$ cat config.mk
export PLATFORM = sky130hd
export DESIGN_NAME = evaluation_score_text_parser
export DESIGN_NICKNAME = d
export VERILOG_FILES = /design/src/sv/esp_pkg.sv /design/src/sv/evaluation_score_text_parser.sv /design/src/sv/esp_step.sv
export VERILOG_INCLUDE_DIRS = /design/src /design/src/sv
export SDC_FILE = /design/constraint.sdc
export NUM_CORES = 1
export LEC_CHECK = 0
export BUFFER_PORTS_ARGS = -buffer_cell sky130_fd_sc_hd__buf_4
export CAP_MARGIN = 5
export CORE_ASPECT_RATIO = 1.5
export CORE_MARGIN = 4
export CORE_UTILIZATION = 26
export CTS_CLUSTER_DIAMETER = 40
export DETAILED_ROUTE_END_ITERATION = 6
export HOLD_SLACK_MARGIN = 0.08
export PLACE_DENSITY = 0.41
export SLEW_MARGIN = 40
export SYNTH_ARGS = -nofsm -noshare
export SYNTH_HDL_FRONTEND = slang
export SYNTH_HIERARCHICAL = 1
export SYNTH_SLANG_ARGS = --single-unit
$ cat constraint.sdc
create_clock -name clock -period 4.7 [get_ports clock]
set_input_delay 0.235 -clock clock [delete_from_list [all_inputs] [get_ports clock]]
set_output_delay 0.235 -clock clock [all_outputs]
set_load 0.05 [all_outputs]
$ cat src/sv/evaluation_score_text_parser_macros.svh
// ----------------------------------------------------------------------------
// Assertion macros for the score text parser
// Concurrent checks sampled on the rising edge of clock.
// ----------------------------------------------------------------------------
`ifndef EVALUATION_SCORE_TEXT_PARSER_MACROS_SVH
`define EVALUATION_SCORE_TEXT_PARSER_MACROS_SVH

// Check that is switched off while reset is high.
`define ESP_ASSERT(label, prop, msg) \
   label: assert property (@(posedge clock) disable iff (reset) (prop)) else $error(msg);

// Check that also holds across reset.
`define ESP_ASSERT_ALWAYS(label, prop, msg) \
   label: assert property (@(posedge clock) (prop)) else $error(msg);

`endif

$ cat src/sv/esp_pkg.sv
// ----------------------------------------------------------------------------
// esp_pkg
// Types, constants and helper functions for the score text parser.
// ----------------------------------------------------------------------------
`timescale 1ns / 1ps
`default_nettype none

package esp_pkg;

   localparam logic [15:0] PAWN_MAX  = 16'd2047;
   localparam logic [15:0] CENT_MAX  = 16'd99;
   localparam logic [15:0] DEPTH_MAX = 16'd255;
   localparam logic [7:0]  COUNT_MAX = 8'd255;
   localparam logic [15:0] RADIX     = 16'd10;

   localparam logic [7:0] CH_SPACE = 8'h20;
   localparam logic [7:0] CH_PLUS  = 8'h2B;
   localparam logic [7:0] CH_MINUS = 8'h2D;
   localparam logic [7:0] CH_DOT   = 8'h2E;
   localparam logic [7:0] CH_SLASH = 8'h2F;
   localparam logic [7:0] CH_ZERO  = 8'h30;
   localparam logic [7:0] CH_NINE  = 8'h39;
   localparam logic [7:0] CH_COLON = 8'h3A;
   localparam logic [7:0] CH_D     = 8'h64;
   localparam logic [7:0] CH_BAR   = 8'h7C;

   typedef enum logic [12:0] {
      PH_IDLE  = 13'b0000000000001,
      PH_LEAD  = 13'b0000000000010,
      PH_DEPTH = 13'b0000000000100,
      PH_SIGN  = 13'b0000000001000,
      PH_PAWN1 = 13'b0000000010000,
      PH_PAWN  = 13'b0000000100000,
      PH_CENT1 = 13'b0000001000000,
      PH_CENT  = 13'b0000010000000,
      PH_BAR   = 13'b0000100000000,
      PH_BARD  = 13'b0001000000000,
      PH_SLASH = 13'b0010000000000,
      PH_TAIL  = 13'b0100000000000,
      PH_TRAIL = 13'b1000000000000
   } phase_type;

   typedef struct packed {
      phase_type   phase;
      logic [7:0]  depth_acc;
      logic [10:0] pawn_acc;
      logic [6:0]  cent_acc;
      logic [7:0]  char_count;
      logic [7:0]  mark_pos;
      logic        sign_bit;
   } parse_state_type;

   typedef struct packed {
      logic        status;
      logic [7:0]  depth;
      logic        negative;
      logic [10:0] pawns;
      logic [6:0]  centipawns;
      logic [7:0]  used;
   } result_type;

   typedef struct packed {
      logic       emit;
      result_type result;
   } step_out_type;

   // acc * 10 + digit, clamped to max; all values stay below 2^16
   function automatic logic [15:0] acc_digit(input logic [15:0] acc,
                                             input logic [7:0]  ch,
                                             input logic [15:0] max);
      logic [15:0] v;
      v = acc * RADIX + {12'd0, ch[3:0]};
      return (v > max) ? max : v;
   endfunction

   function automatic logic is_digit(input logic [7:0] ch);
      return (ch >= CH_ZERO) && (ch <= CH_NINE);
   endfunction

   function automatic logic [7:0] sat_inc(input logic [7:0] cnt);
      return (cnt < COUNT_MAX) ? cnt + 8'd1 : cnt;
   endfunction

endpackage

`default_nettype wire

$ cat src/sv/evaluation_score_text_parser.sv
// ----------------------------------------------------------------------------
// evaluation_score_text_parser
// Character-serial parser for score texts with an optional depth and suffix.
// ----------------------------------------------------------------------------
// Feed the text one character per transaction, with req_first high on the
// first character of each field; the block takes one character every cycle
// and returns a single result transaction on the character that ends the
// field (that character is not counted in used). The result appears in the
// cycle after the ending character is accepted and sits in an output
// register. While that register holds a result the response side has not
// taken, req_ready is low, whatever the next character is, so the character
// stream pauses for every cycle the response side stalls; a result drained
// in the same cycle leaves req_ready high, so fields can follow back to back.
// Characters that arrive while no field is open are dropped silently.
// ----------------------------------------------------------------------------
`timescale 1ns / 1ps
`default_nettype none

`include "evaluation_score_text_parser_macros.svh"

module evaluation_score_text_parser import esp_pkg::*; (
   input  wire  logic        clock,
   input  wire  logic        reset,
   input  wire  logic        req_valid,
   output logic              req_ready,
   input  wire  logic [7:0]  req_ch,
   input  wire  logic        req_first,
   output logic              rsp_valid,
   input  wire  logic        rsp_ready,
   output logic              rsp_status,
   output logic [7:0]        rsp_depth,
   output logic              rsp_negative,
   output logic [10:0]       rsp_pawns,
   output logic [6:0]        rsp_centipawns,
   output logic [7:0]        rsp_used
);

   parse_state_type state_ff;
   parse_state_type state_in;
   step_out_type    step_out;
   result_type      rsp_ff;
   logic            rsp_valid_ff;
   logic            req_take;

   // Parse logic works straight off the held state and the incoming character.
   esp_step u_step (
      .ch         (req_ch),
      .first      (req_first),
      .state_now  (state_ff),
      .state_next (state_in),
      .step_out   (step_out)
   );

   // Output register frees up in the same cycle it is drained.
   assign req_ready = !rsp_valid_ff || rsp_ready;
   assign req_take  = req_valid && req_ready;

   always_ff @(posedge clock) begin
      if (reset) begin
         state_ff.phase      <= PH_IDLE;
         state_ff.depth_acc  <= '0;
         state_ff.pawn_acc   <= '0;
         state_ff.cent_acc   <= '0;
         state_ff.char_count <= '0;
         state_ff.mark_pos   <= '0;
         state_ff.sign_bit   <= 1'b0;
      end else if (req_take) begin
         state_ff <= state_in;
      end
   end

   always_ff @(posedge clock) begin
      if (reset) begin
         rsp_valid_ff <= 1'b0;
      end else if (req_take && step_out.emit) begin
         rsp_valid_ff <= 1'b1;
      end else if (rsp_ready) begin
         rsp_valid_ff <= 1'b0;
      end
   end

   // Payload register, no reset needed.
   always_ff @(posedge clock) begin
      if (req_take && step_out.emit) begin
         rsp_ff <= step_out.result;
      end
   end

   assign rsp_valid      = rsp_valid_ff;
   assign rsp_status     = rsp_ff.status;
   assign rsp_depth      = rsp_ff.depth;
   assign rsp_negative   = rsp_ff.negative;
   assign rsp_pawns      = rsp_ff.pawns;
   assign rsp_centipawns = rsp_ff.centipawns;
   assign rsp_used       = rsp_ff.used;

   // Checks
   `ESP_ASSERT(a_no_take_when_full, rsp_valid_ff && !rsp_ready |-> !req_ready,
      "input taken while result stalled")
   `ESP_ASSERT(a_idle_after_emit, req_take && step_out.emit |=> state_ff.phase == PH_IDLE,
      "field still open after result")
   `ESP_ASSERT(a_error_zero, rsp_valid_ff && rsp_ff.status |-> rsp_ff.depth == 8'd0
      && rsp_ff.pawns == 11'd0 && rsp_ff.centipawns == 7'd0 && rsp_ff.used == 8'd0
      && !rsp_ff.negative, "error result with non-zero fields")
   `ESP_ASSERT(a_cent_range, state_ff.cent_acc <= CENT_MAX[6:0], "cent accumulator past saturation")
   `ESP_ASSERT_ALWAYS(a_reset_clean, reset |=> state_ff.phase == PH_IDLE && !rsp_valid_ff,
      "state not cleared by reset")

endmodule

`default_nettype wire

$ cat src/sv/esp_step.sv
// ----------------------------------------------------------------------------
// esp_step
// Next-state and result logic for one character of the score text.
// ----------------------------------------------------------------------------
`timescale 1ns / 1ps
`default_nettype none

module esp_step import esp_pkg::*; (
   input  wire  logic [7:0]      ch,
   input  wire  logic            first,
   input  wire  parse_state_type state_now,
   output parse_state_type       state_next,
   output step_out_type          step_out
);

   parse_state_type cur;
   parse_state_type nxt;
   logic            emit;
   logic            err;
   logic [7:0]      used;
   logic            dig;
   logic [15:0]     depth_fresh;
   logic [15:0]     depth_more;
   logic [15:0]     pawn_more;
   logic [15:0]     cent_more;

   always_comb begin
      cur = state_now;
      if (first) begin
         cur.phase      = PH_LEAD;
         cur.depth_acc  = '0;
         cur.pawn_acc   = '0;
         cur.cent_acc   = '0;
         cur.char_count = '0;
         cur.mark_pos   = '0;
         cur.sign_bit   = 1'b0;
      end
   end

   assign dig         = is_digit(ch);
   assign depth_fresh = acc_digit(16'd0, ch, DEPTH_MAX);
   assign depth_more  = acc_digit({8'd0, cur.depth_acc}, ch, DEPTH_MAX);
   assign pawn_more   = acc_digit({5'd0, cur.pawn_acc}, ch, PAWN_MAX);
   assign cent_more   = acc_digit({9'd0, cur.cent_acc}, ch, CENT_MAX);

   always_comb begin
      nxt  = cur;
      emit = 1'b0;
      err  = 1'b0;
      used = '0;
      case (cur.phase)
         PH_IDLE: begin
         end
         PH_LEAD, PH_SIGN: begin
            if (cur.phase == PH_LEAD && ch == CH_SPACE) begin
               nxt.char_count = sat_inc(cur.char_count);
            end else if (cur.phase == PH_LEAD && dig) begin
               nxt.depth_acc  = depth_fresh[7:0];
               nxt.char_count = sat_inc(cur.char_count);
               nxt.phase      = PH_DEPTH;
            end else if (ch == CH_PLUS || ch == CH_MINUS) begin
               nxt.sign_bit   = (ch == CH_MINUS);
               nxt.char_count = sat_inc(cur.char_count);
               nxt.phase      = PH_PAWN1;
            end else begin
               emit = 1'b1;
               err  = 1'b1;
            end
         end
         PH_DEPTH: begin
            if (dig) begin
               nxt.depth_acc  = depth_more[7:0];
               nxt.char_count = sat_inc(cur.char_count);
            end else if (ch == CH_COLON) begin
               nxt.char_count = sat_inc(cur.char_count);
               nxt.phase      = PH_SIGN;
            end else begin
               emit = 1'b1;
               err  = 1'b1;
            end
         end
         PH_PAWN1, PH_PAWN: begin
            if (dig) begin
               nxt.pawn_acc   = pawn_more[10:0];
               nxt.char_count = sat_inc(cur.char_count);
               nxt.phase      = PH_PAWN;
            end else if (cur.phase == PH_PAWN && ch == CH_DOT) begin
               nxt.char_count = sat_inc(cur.char_count);
               nxt.phase      = PH_CENT1;
            end else begin
               emit = 1'b1;
               err  = 1'b1;
            end
         end
         PH_CENT1, PH_CENT: begin
            if (dig) begin
               nxt.cent_acc   = cent_more[6:0];
               nxt.char_count = sat_inc(cur.char_count);
               nxt.phase      = PH_CENT;
            end else if (cur.phase == PH_CENT1) begin
               emit = 1'b1;
               err  = 1'b1;
            end else if (ch == CH_BAR || ch == CH_SLASH) begin
               nxt.mark_pos   = cur.char_count;
               nxt.char_count = sat_inc(cur.char_count);
               nxt.phase      = (ch == CH_BAR) ? PH_BAR : PH_SLASH;
            end else if (ch == CH_SPACE) begin
               nxt.char_count = sat_inc(cur.char_count);
               nxt.phase      = PH_TRAIL;
            end else begin
               emit = 1'b1;
               used = cur.char_count;
            end
         end
         PH_BAR, PH_BARD, PH_SLASH: begin
            if (dig) begin
               nxt.depth_acc  = depth_fresh[7:0];
               nxt.char_count = sat_inc(cur.char_count);
               nxt.phase      = PH_TAIL;
            end else if (cur.phase == PH_BAR && ch == CH_D) begin
               nxt.char_count = sat_inc(cur.char_count);
               nxt.phase      = PH_BARD;
            end else begin
               // suffix with no digit: roll the count back to the mark
               emit = 1'b1;
               used = cur.mark_pos;
            end
         end
         PH_TAIL: begin
            if (dig) begin
               nxt.depth_acc  = depth_more[7:0];
               nxt.char_count = sat_inc(cur.char_count);
            end else if (ch == CH_SPACE) begin
               nxt.char_count = sat_inc(cur.char_count);
               nxt.phase      = PH_TRAIL;
            end else begin
               emit = 1'b1;
               used = cur.char_count;
            end
         end
         PH_TRAIL: begin
            if (ch == CH_SPACE) begin
               nxt.char_count = sat_inc(cur.char_count);
            end else begin
               emit = 1'b1;
               used = cur.char_count;
            end
         end
         default: begin
            nxt.phase = PH_IDLE;
         end
      endcase
      if (emit) begin
         nxt.phase = PH_IDLE;
      end
   end

   always_comb begin
      step_out.emit = emit;
      if (err) begin
         step_out.result = '0;
         step_out.result.status = 1'b1;
      end else begin
         step_out.result.status     = 1'b0;
         step_out.result.depth      = cur.depth_acc;
         step_out.result.negative   = cur.sign_bit;
         step_out.result.pawns      = cur.pawn_acc;
         step_out.result.centipawns = cur.cent_acc;
         step_out.result.used       = used;
      end
   end

   assign state_next = nxt;

endmodule

`default_nettype wire
; ---- Yosys cells after proc, flatten, opt, wreduce, memory -nomap -nowiden
; Index checks and enable logic that the tools add are counted.
[totals]
reg_bits = 93
latch_bits = 0
mem_bits_rw = 0
romBits = 0
in_bits = 13
out_inout_bits = 38
wordCells = 149
memories = 0
[classes]
addsub = 4
mul = 3
div = 0
order_cmp = 7
n_eq_ne = 21
n_shift = 0
muxes = 82
n_bitwise = 0
reduce_logical = 18
[op_table]
columns = operator, n
row1 = $mux 8, 29
row2 = $mux 13, 14
row3 = $pmux 13 s7, 1
row4 = $mux 56, 1
row5 = $pmux 8 s7, 1
row6 = $eq 8x6->1 const B, 6
row7 = $mux 11, 4
row8 = $mux 36, 1
row9 = $pmux 8 s4, 1
row10 = $pmux 8 s3, 1
row11 = $mux 1, 22
row12 = $mux 21, 1
row13 = $mux 7, 3
row14 = $add 15x4->16, 1
row15 = $eq 8x7->1 const B, 2
row16 = $gt 16x11->1 const B, 1
row17 = $mux 16, 1
row18 = $mul 11x3->14 const B, 1
row19 = $add 12x4->13, 1
row20 = $eq 13x1->1 const B, 1
row21 = $eq 13x10->1 const B, 1
row22 = $eq 13x11->1 const B, 1
row23 = $eq 13x12->1 const B, 1
row24 = $eq 13x13->1 const B, 1
row25 = other kinds (26), 38

; ---- Logic depth before layout (Yosys ltp)
[logic_depth]
ltp_word = 8
mapped_depth = 21
ltp_nobuf = 17

; ---- Hierarchy
; The synthesis kept the hierarchy.
[modules_own_cells]
columns = mod, instances, cells_each, area_each_um2
row1 = esp_step, 1, 607, 3991.3
row2 = evaluation_score_text_parser, 1, 297, 3699.8

; ---- Least setup slack after synthesis
; OpenSTA, ideal clock, no wires.
[synth_timing]
path_type = input to register
start = input req_first
end = register state_ff[37] (netlist name)
arrival_time_ps = 4088
slack_ps = 496
stages = 19
path_buffers = 6
cell_sequence = buf_2 buf_2 clkbuf_1 clkbuf_1 clkbuf_1 clkbuf_1 nor2_1 ha_1 fa_1 a21o_1 a21oi_1 xnor2_1 nand4_1 a211oi_1 inv_1 nor4_1 nor3_1 nand4b_1 o21ai_2
[synth_lines]
columns = element, line
row1 = from (decl), evaluation_score_text_parser.sv:27  ; input wire logic req_first,
row2 = to (signal assigned), evaluation_score_text_parser.sv:68  ; state_ff <= state_in;
row3 = to (decl), evaluation_score_text_parser.sv:38  ; parse_state_type state_ff;

==> flow_summary.ini <==
[drt]
routed_via_density = 5.09
drtAntennaViolNets = 0
drt_wl_total_um = 24300
wl_per_cell_um = 18.4
route.detailed.drc = 0
via_count = 6725
drtIter0Drc = 331
first_pass_iters = 4

[die]
die_w_um = 148
dieArea_mm2 = 0.0325
core_mm2 = 0.0289
rows = 76
num_io_pins = 51
die_h_um = 219
initial_utilization_pct = 26.6

[clock_tree]
cts_tree = yes
cts-root-buf = clkbuf_16
ctsHoldBuffers = 0
clkSinkCount = 93
clockBufferDepth = 2
clk-insertion-delay-late_ps = 370
cts_buffers = 9
cts_setup_buffers = 0
cts_resized = 0
htree_num_levels = 3
path_clk_slew_ps = 80

[critical_path]
worstSetupEndpointType = flop
cp.arrival_ps = 3520
slowest_stage = nor4_1
path_buf_inv = 1
critPathMaxFanout = 26
crit_chain = nor4_1 > and2_1 > a31oi_2 > o31ai_2 > a21oi_1 > o211ai_1 > nand2_1 > nor2b_4 > buf_12
rrSetupSlack_ps = 1250
slowest_delay_ps = 590
worstPathRequired_ps = 4760
critPathLaunchType = flop
crit_family = simple AND/OR/NAND/NOR gates
critPathKind = reg2reg

[logic_synthesis]
synth_area_mm2 = 0.00769
avgSynthCellArea_um2 = 8.51
synth_edf_count = 36
syn_inst = 904
synthFlopType = dfxtp_1
syn_nets = 966
async_reset_ff_share_pct = 0
ys_seq_area_share_pct = 28.9
synthDistinctLibCells = 77
yosysWarningCount = 6
ys_ff_latch = 93

[pwr]
seqPwrFrac_pct = 45.7
power_frac_clock_pct = 42.7
pwr_density_cell_mw_per_mm2 = 212
power_frac_comb_pct = 11.6
leakagePower_nw = 3.42
switchingPower_w = 0.000525
swShare_pct = 28.2
p_int_w = 0.00134
irDropWorstVdd_v = 0.000153

[min_path]
worstHoldPathType = in2reg

[place]
portBuffers = 50
place_ws_ps = 893
place_inst = 1305
finalWeightedCongestion = 0.815
dp_hpwl_um = 17400

[outcome]
status = finished clean

[global_route]
track_usage_pct = 15.1
grt_pass1_vias = 6817
grt_antenna_before_repair = 0
grt_pass1_wl_um = 38400
overflow = 0
grt_start_max_net_pins = 114

[sta]
setup_violations = 0
slew_headroom_pct = 51.7
tightestPinTransition_ps = 718
rsz0062_at_grt = no
fin_crit_ps = 3450
finalHoldViolCount = 0
fin_ws_ps = 1250
slew_violations = 0
fin_crit_sh_pct = 73.5
setup_tns_ps = 0
skew_ps = 9.72
holdWs_ps = 306
fmax_ghz = 0.289

[layout]
nNetsFinal = 988
final_util_pct = 30.3
drive_gt1_share_pct = 16.8
final_cells = 1321
syn_to_final_growth_pct = 13.9
num_antenna_cells = 0
final_cell_mix = nor2_1 (79), buf_4 (68), nand2b_1 (62)
mostFrequentLayoutCell = nor2_1

[flow_run]
cap_violations = 0
flip-flops by register name, summed over array words and instances (netlist names):
name and flops:
rsp_negative 1, rsp_pawns 11, rsp_centipawns 7, rsp_valid 1, state_ff 56, rsp_used 8
rsp_depth 8, rsp_status 1
power groups by stage:
stage	clock (W)	combinational [W]	sequential [W]
after floorplan	0	0.000102	0.000914
after global placement	0	0.000217	0.000870
after detailed placement	0	0.000219	0.000870
after CTS	0.000834	0.000219	0.000851
after global routing	0.000857	0.000231	0.000852
final	0.000795	0.000215	0.000851
path summary, 6_finish.rpt:
check	startpoint	endpoint	cells past startpoint
max reg2reg	state_ff[47]	rsp_pawns[0]	9
max	state_ff[47]	rsp_pawns[0]	9
min reg2reg	state_ff[32]	state_ff[32]	2
min	req_valid	state_ff[14]	3
Yosys cell counts (all sizes together) (3+ instances only):
cell type  instances  area, um^2
ha                44         551
o221ai             4        35.0
nor2b             41         257
or2                6        37.5
nand2             50         188
nand4b            55         482
mux2i             10         100
dfxtp             57        1140
clkbuf            36         138
o21a               4        30.0
nand2b            63         402
o2111ai            4        35.0
o211ai             6        50.1
a31oi              8        50.1
nor4b              3        32.5
nor2              80         303
and3               8        50.1
o21ai             85         576
a22oi              4        30.0
a21o              12        90.1
a22o               8        70.1
a21oi             43         215
and4               3        26.3
nand4             18         113
and2              11        73.8
nor3b             11        87.6
nor3              24         125
xor2              15         131
buf               24         171
a211oi             5        47.5
fa                 5         100
xnor2             22         193
or3                5        31.3
nand3             18        90.1
a41oi              3        33.8
nor4              17         146
edfxtp            36        1080
inv               29         109
cells by family (layout without fill, tap and decap cells):
kind of cell / Yosys count / after routing / synth area share, %
DFF: 93 / 93 / 28.9
muxes: 11 / 11 / 1.45
and+or+nand+nor: 422 / 422 / 32.9
AOI/OAI and AO/OA: 203 / 203 / 18.7
buffers and inverters: 89 / 116 / 5.43
adders and majority gates: 49 / 49 / 8.46
xor gates and xnor gates: 37 / 37 / 4.21
per-layer routing:
metal,wire [um],part of all wire (%),track usage (%),vias to the layer above
met5,0,0,0,-
met4,498,2.0,5.12,0
met3,576,2.4,2.57,28
met2,13100,54,28.4,80
met1,10200,42,16.9,3275
li1,-,-,-,3342
final cells by class:
type,count,area [um^2]
Clock buffer,12,279
Sequential cell,93,2220
Clock inverter,4,32.5
Multi-Input combinational cell,722,5070
Tap cell,390,488
Inverter,29,109
Fill cell,3124,20100
Timing Repair Buffer,71,562
metrics by stage:
step,total power [W],area [um^2]
6_report,0.00186,8760
5_1_grt,0.00194,8760
3_3_place_gp,0.00109,8420
2_1_floorplan,0.00102,7690
4_1_cts,0.00190,8750
3_5_place_dp,0.00109,8440
worst min-delay path, delay by kind of cell:
kind / cells / cell delay (ps)
buffers and inverters: 1 / 210
AND/OR/NAND/NOR: 1 / 140
AO/OA/AOI/OAI: 1 / 50
Power figures use the tool's default switching activity.
